**config.mk**
```make
export PLATFORM = sky130hd
export DESIGN_NAME = cht_ctrl
export DESIGN_NICKNAME = d
export VERILOG_FILES = /design/src/design/cht_pkg.sv /design/src/design/cht_ctrl.sv
export SDC_FILE = /design/constraint.sdc
export NUM_CORES = 1
export LEC_CHECK = 0
export BUFFER_PORTS_ARGS = -buffer_cell sky130_fd_sc_hd__buf_2
export CORE_MARGIN = 2
export CORE_UTILIZATION = 41
export CTS_CLUSTER_SIZE = 25
export DETAILED_ROUTE_END_ITERATION = 10
export HOLD_SLACK_MARGIN = 0.15
export PLACE_DENSITY = 0.67
export SYNTH_ARGS = -nofsm -noshare
export SYNTH_HDL_FRONTEND = slang
export SYNTH_SLANG_ARGS = --single-unit
```
**constraint.sdc**
```tcl
create_clock -name clk -period 3.3 [get_ports clk]
set_input_delay 0.33 -clock clk [delete_from_list [all_inputs] [get_ports clk]]
set_output_delay 0.33 -clock clk [all_outputs]
set_load 0.01 [all_outputs]
```
**src/design/cht_pkg.sv**
```systemverilog
`timescale 1ns / 1ps

package cht_pkg;

	localparam int KEY_W = 32;
	localparam int CAP_W = 11;
	localparam int CNT_W = 12;
	localparam int CAP_RESET = 1024;

	typedef enum logic [1:0] {
		CMD_LOOKUP = 2'd0,
		CMD_INSERT = 2'd1,
		CMD_DELETE = 2'd2,
		CMD_NOP    = 2'd3
	} cmd_t;

	typedef enum logic [3:0] {
		ST_CLEAR,
		ST_IDLE,
		ST_DIV1,
		ST_WAIT1,
		ST_DIV2,
		ST_WAIT2,
		ST_READ,
		ST_CHECK,
		ST_OUT
	} state_t;

	// controller to datapath
	typedef struct packed {
		logic clear_step;
		logic load_key;
		logic div_start;
		logic div_second;
		logic latch_s1;
		logic latch_s2;
		logic rd_en;
		logic wr_kick;
		logic swap;
		logic del1;
		logic del2;
		logic cnt_inc;
		logic cnt_dec;
		logic res_load;
		logic res_ok;
		logic res_drop;
	} dp_cmd_t;

	// datapath to controller
	typedef struct packed {
		logic clear_last;
		logic div_done;
		logic hit1;
		logic hit2;
		logic sel_valid;
	} dp_stat_t;

endpackage

```
**src/design/cht_ctrl.sv**
```systemverilog
`timescale 1ns / 1ps

module cht_ctrl #(
	parameter int MAX_KICKS = 32
) (
	input  logic               clk,
	input  logic               arst_n,
	input  logic               in_valid,
	output logic               in_ready,
	input  logic [1:0]         command,
	output logic               out_valid,
	input  logic               out_ready,
	input  cht_pkg::dp_stat_t  stat,
	output cht_pkg::dp_cmd_t   cmd
);
	import cht_pkg::*;

	localparam int KW = $clog2(MAX_KICKS + 1);

	state_t        state_q, state_d;
	cmd_t          op_q;
	logic          kick_mode_q, kick_mode_d;
	logic [KW-1:0] kick_q, kick_d;

	always_ff @(posedge clk or negedge arst_n) begin
		if (!arst_n) begin
			state_q     <= ST_CLEAR;
			op_q        <= CMD_NOP;
			kick_mode_q <= 1'b0;
			kick_q      <= '0;
		end else begin
			state_q     <= state_d;
			kick_mode_q <= kick_mode_d;
			kick_q      <= kick_d;
			if (in_valid && in_ready) op_q <= cmd_t'(command);
		end
	end

	always_comb begin
		state_d     = state_q;
		kick_mode_d = kick_mode_q;
		kick_d      = kick_q;
		cmd         = '0;
		in_ready    = 1'b0;
		out_valid   = 1'b0;
		unique case (state_q)
			ST_CLEAR: begin
				cmd.clear_step = 1'b1;
				if (stat.clear_last) state_d = ST_IDLE;
			end
			ST_IDLE: begin
				in_ready = 1'b1;
				if (in_valid) begin
					cmd.load_key = 1'b1;
					kick_mode_d  = 1'b0;
					kick_d       = '0;
					state_d      = ST_DIV1;
				end
			end
			ST_DIV1: begin
				cmd.div_start = 1'b1;
				state_d       = ST_WAIT1;
			end
			ST_WAIT1: begin
				if (stat.div_done) begin
					cmd.latch_s1 = 1'b1;
					state_d      = ST_DIV2;
				end
			end
			ST_DIV2: begin
				cmd.div_start  = 1'b1;
				cmd.div_second = 1'b1;
				state_d        = ST_WAIT2;
			end
			ST_WAIT2: begin
				if (stat.div_done) begin
					cmd.latch_s2 = 1'b1;
					state_d      = ST_READ;
				end
			end
			ST_READ: begin
				cmd.rd_en = 1'b1;
				state_d   = ST_CHECK;
			end
			ST_CHECK: begin
				if (kick_mode_q) begin
					// eviction step: place key, or swap with occupant
					cmd.wr_kick = 1'b1;
					if (!stat.sel_valid) begin
						cmd.cnt_inc  = 1'b1;
						cmd.res_load = 1'b1;
						cmd.res_ok   = 1'b1;
						state_d      = ST_OUT;
					end else begin
						cmd.swap = 1'b1;
						kick_d   = kick_q + KW'(1);
						if (kick_q == KW'(MAX_KICKS - 1)) begin
							cmd.res_load = 1'b1;
							cmd.res_drop = 1'b1;
							state_d      = ST_OUT;
						end else begin
							state_d = ST_DIV1;
						end
					end
				end else begin
					unique case (op_q)
						CMD_LOOKUP: begin
							cmd.res_load = 1'b1;
							cmd.res_ok   = stat.hit1 || stat.hit2;
							state_d      = ST_OUT;
						end
						CMD_INSERT: begin
							if (stat.hit1 || stat.hit2) begin
								cmd.res_load = 1'b1;
								cmd.res_ok   = 1'b1;
								state_d      = ST_OUT;
							end else begin
								// read data still holds table one at slot one
								kick_mode_d = 1'b1;
							end
						end
						CMD_DELETE: begin
							cmd.res_load = 1'b1;
							cmd.res_ok   = stat.hit1 || stat.hit2;
							cmd.del1     = stat.hit1;
							cmd.del2     = !stat.hit1 && stat.hit2;
							cmd.cnt_dec  = stat.hit1 || stat.hit2;
							state_d      = ST_OUT;
						end
						CMD_NOP: begin
							cmd.res_load = 1'b1;
							state_d      = ST_OUT;
						end
						default: state_d = ST_OUT;
					endcase
				end
			end
			ST_OUT: begin
				out_valid = 1'b1;
				if (out_ready) state_d = ST_IDLE;
			end
			default: state_d = ST_IDLE;
		endcase
	end

endmodule

```
==> flow_summary_export.csv <==
group,metric,value,unit
die,fp-row-count,17,
synth,yosysTopAreaCellShare,30.0,%
timing,setup_tns,0,ns
placement,dp_hpwl,1.54,mm
timing,hold_violations,0,
global_routing,overflow,0,
timing,maxSlewHeadroom,63.9,%
drt,final_antenna_net_count,0,
synth,synth_edf_count,0,
finish,fin_nets,142,
die,die_width,51.3,um
drt,via_per_inst,5.32,
critical_path,rr_worst_depth,4,
critical_path,critPathCaptureType,"output pin",
synth,yosysMostFrequentCell,"dfrtp_1",
drt,drtIter0Drc,26,
critical_path,crit_chain,"and4b_1 -> nand3_4 -> nor4_1 -> buf_2",
finish,fill_cells,214,
placement,place_congestion,0.826,
min_path,hold_class,"in -> reg",
synth,netlist_area,918,um^2
finish,fin_util,50.0,%
synth,seq_area_frac_synth,35.7,%
timing,period_needed,2.31,ns
critical_path,critPathArrivalTime,1.98,ns
cts,insertion_delay,0.28,ns
timing,setup_viol,0,
cts,cts_tree,"done",
timing,fmax,433,MHz
finish,antennaDiodeCount,0,
pwr,power_frac_clock,12.7,%
timing,layout_setup_ws,0.989,ns
synth,synth_seq_cells,13,
finish,register_area,328,um^2
critical_path,critPathMaxFanout,16,
drt,first_pass_iters,4,
cts,clockBufferDepth,2,
outcome,outcome,"completed",
critical_path,timing.rr.start,"state_q[2]$_DFFE_PN0P_",
synth,ys.flop_type,"dfrtp_1",
global_routing,grt_util_all_layers,17.4,%
die,initial_core_util,42.3,%
drt,vias,836,
timing,worstMarginPinSlew,0.542,ns
pwr,p_int,444,uW
pwr,p_per_area,734,nW/um^2
global_routing,grt_pass1_wl,3.44,mm
critical_path,crit_type,"reg -> out",
timing,grt_setup_unrepaired,"no",
placement,place_area,1050,um^2
synth,synth_cells,103,
pwr,p_switching,353,uW
cts,post_cts_buffers,0,
global_routing,grt_max_degree,17,
finish,multi_input_area,523,um^2
placement,place_ws,1.31,ns
critical_path,setup.worst_path.start,"state_q[2]$_DFFE_PN0P_",
pwr,comb_power_share,44.9,%
finish,drive_gt1_share,29.5,%
cts,htreeDepth,1,
die,pin_count,29,
pwr,pwr-share-seq,42.4,%
critical_path,max_stage_delay,0.69,ns
placement,io_buffers,28,
timing,slew_violations,0,
drt,wl_per_cell,12.9,um
synth,yosys_warnings,0,
critical_path,worst_ep_required_time,2.97,ns
global_routing,antenna_found_initial,0,
synth,syn-num-nets,115,
synth,ys_top_cells_by_count,"dfrtp_1, nor2_1, nand2_1, a21oi_1, inv_1",
pwr,p_sw_share,44.3,%
cts,post_cts_resized,0,
cts,cts.sinks,13,
finish,fin_area,1080,um^2
cts,cts_buffers,3,
die,chipHeight,51.3,um
cts,path_clk_slew,0.08,ns
global_routing,grt_pass1_vias,792,
synth,synth.avg_cell_area,8.92,um^2
pwr,p_leak,0.000533,uW
min_path,hold_path_startpoint,"command[0]",
flow_run,drv_cap,0,
min_path,min_path_cells,2,
synth,synth_area_leaders,"dfrtp_1, dfstp_2, nor2_1, nand2_1, mux2_2",
finish,fin_cells,157,
pwr,ir_drop,0.000410,V
drt,wirelength,2.02,mm
critical_path,slowest_stage,"dfrtp_1",
critical_path,setup.worst_path.start_class,"flop",
synth,async_reset_ff_share,100,%
finish,syn2layout_area_growth,18.1,%
timing,clock-skew-final,0.00280,ns
placement,dp.cells,152,
die,dieArea,2630,um^2
synth,post-synth-top-area-cell,"dfrtp_1",
synth,synth_cell_types,43,
drt,drc_errors,0,
cts,cts_root_buf,"clkbuf_4",
die,core,2170,um^2
critical_path,r2r_setup_slack,1.46,ns
timing,period_share,70.0,%
## layout by cell type (no fill, tap or decap), types with 3 or more instances in the layout
master	count
inv_1	6
nor3_1	3
nand3_1	3
nor4_1	3
and2_1	3
nand2_1	9
dfrtp_1	11
mux2i_1	3
a21oi_1	6
clkbuf_4	3
buf_2	28
mux2_2	3
o21ai_0	4
nor2_1	10
## worst max-delay path, delay by kind of cell, from the launching register on
| family | cells | cell delay [ns] |
|---|---|---|
| flops | 1 | 0.69 |
| buf+inv | 1 | 0.17 |
| simple gates | 3 | 0.84 |
## power groups by stage
| stage | combinational (uW) | sequential (uW) | clock, uW |
|---|---|---|---|
| after floorplan | 369 | 249 | 0 |
| after global placement | 349 | 332 | 0 |
| after detailed placement | 357 | 340 | 0 |
| after CTS | 359 | 336 | 104 |
| after global routing | 401 | 357 | 112 |
| final | 357 | 338 | 102 |
## metrics by stage
step,total power [uW],hold slack [ns]
CTS,800,0.273
floorplan,618,0.0344
global route,869,0.277
finish,797,0.275
detailed placement,697,0.231
global placement,681,0.226
## path summary, 6_finish.rpt
kind,endpoint
min reg2reg,kick_q[3]$_DFFE_PN0P_
max reg2reg,kick_q[5]$_DFFE_PN0P_
max,cmd[0]
min in group asynchronous,kick_mode_q$_DFFE_PN0P_
min,op_q[0]$_DFFE_PN1P_
max in group asynchronous,op_q[0]$_DFFE_PN1P_
## cells by family after synthesis
group | after synthesis | synth area share, %
AOI/OAI and AO/OA | 21 | 15.4
muxes | 6 | 6.95
buffers and inverters | 13 | 7.36
DFF | 13 | 35.7
xor gates and xnor gates | 2 | 1.91
adders and majority gates | 1 | 1.36
and+or+nand+nor | 47 | 31.3
## layout make-up
class                   count  share of cell area [%]
flip-flops and latches     13                    30.2
inverters                   6                    2.08
clock buffers               4                    2.42
repair buffers             29                    13.8
multi-input cells          77                    48.2
well taps                  28                    3.23
## registers in the layout (all words and copies together), names as in the netlist
signal,count
kick_mode_q,1
kick_q,6
op_q,2
state_q,4
## metal layers
layer  wire [um]  part of all wire (%)  track usage, %  up-vias
met5           0                     0               0        -
met4          25                   1.2            7.89        0
met3          83                   4.1            3.51        4
met2         951                    47            27.9       19
met1         960                    48            22.4      383
li1            -                     -               -      430
## timing repair
item                                    CTS  global route
endpoints found under the hold margin    11             0
hold buffers                              1             0
endpoints found under the setup margin    0             0
Note: power is estimated with default switching activity, not from simulation.
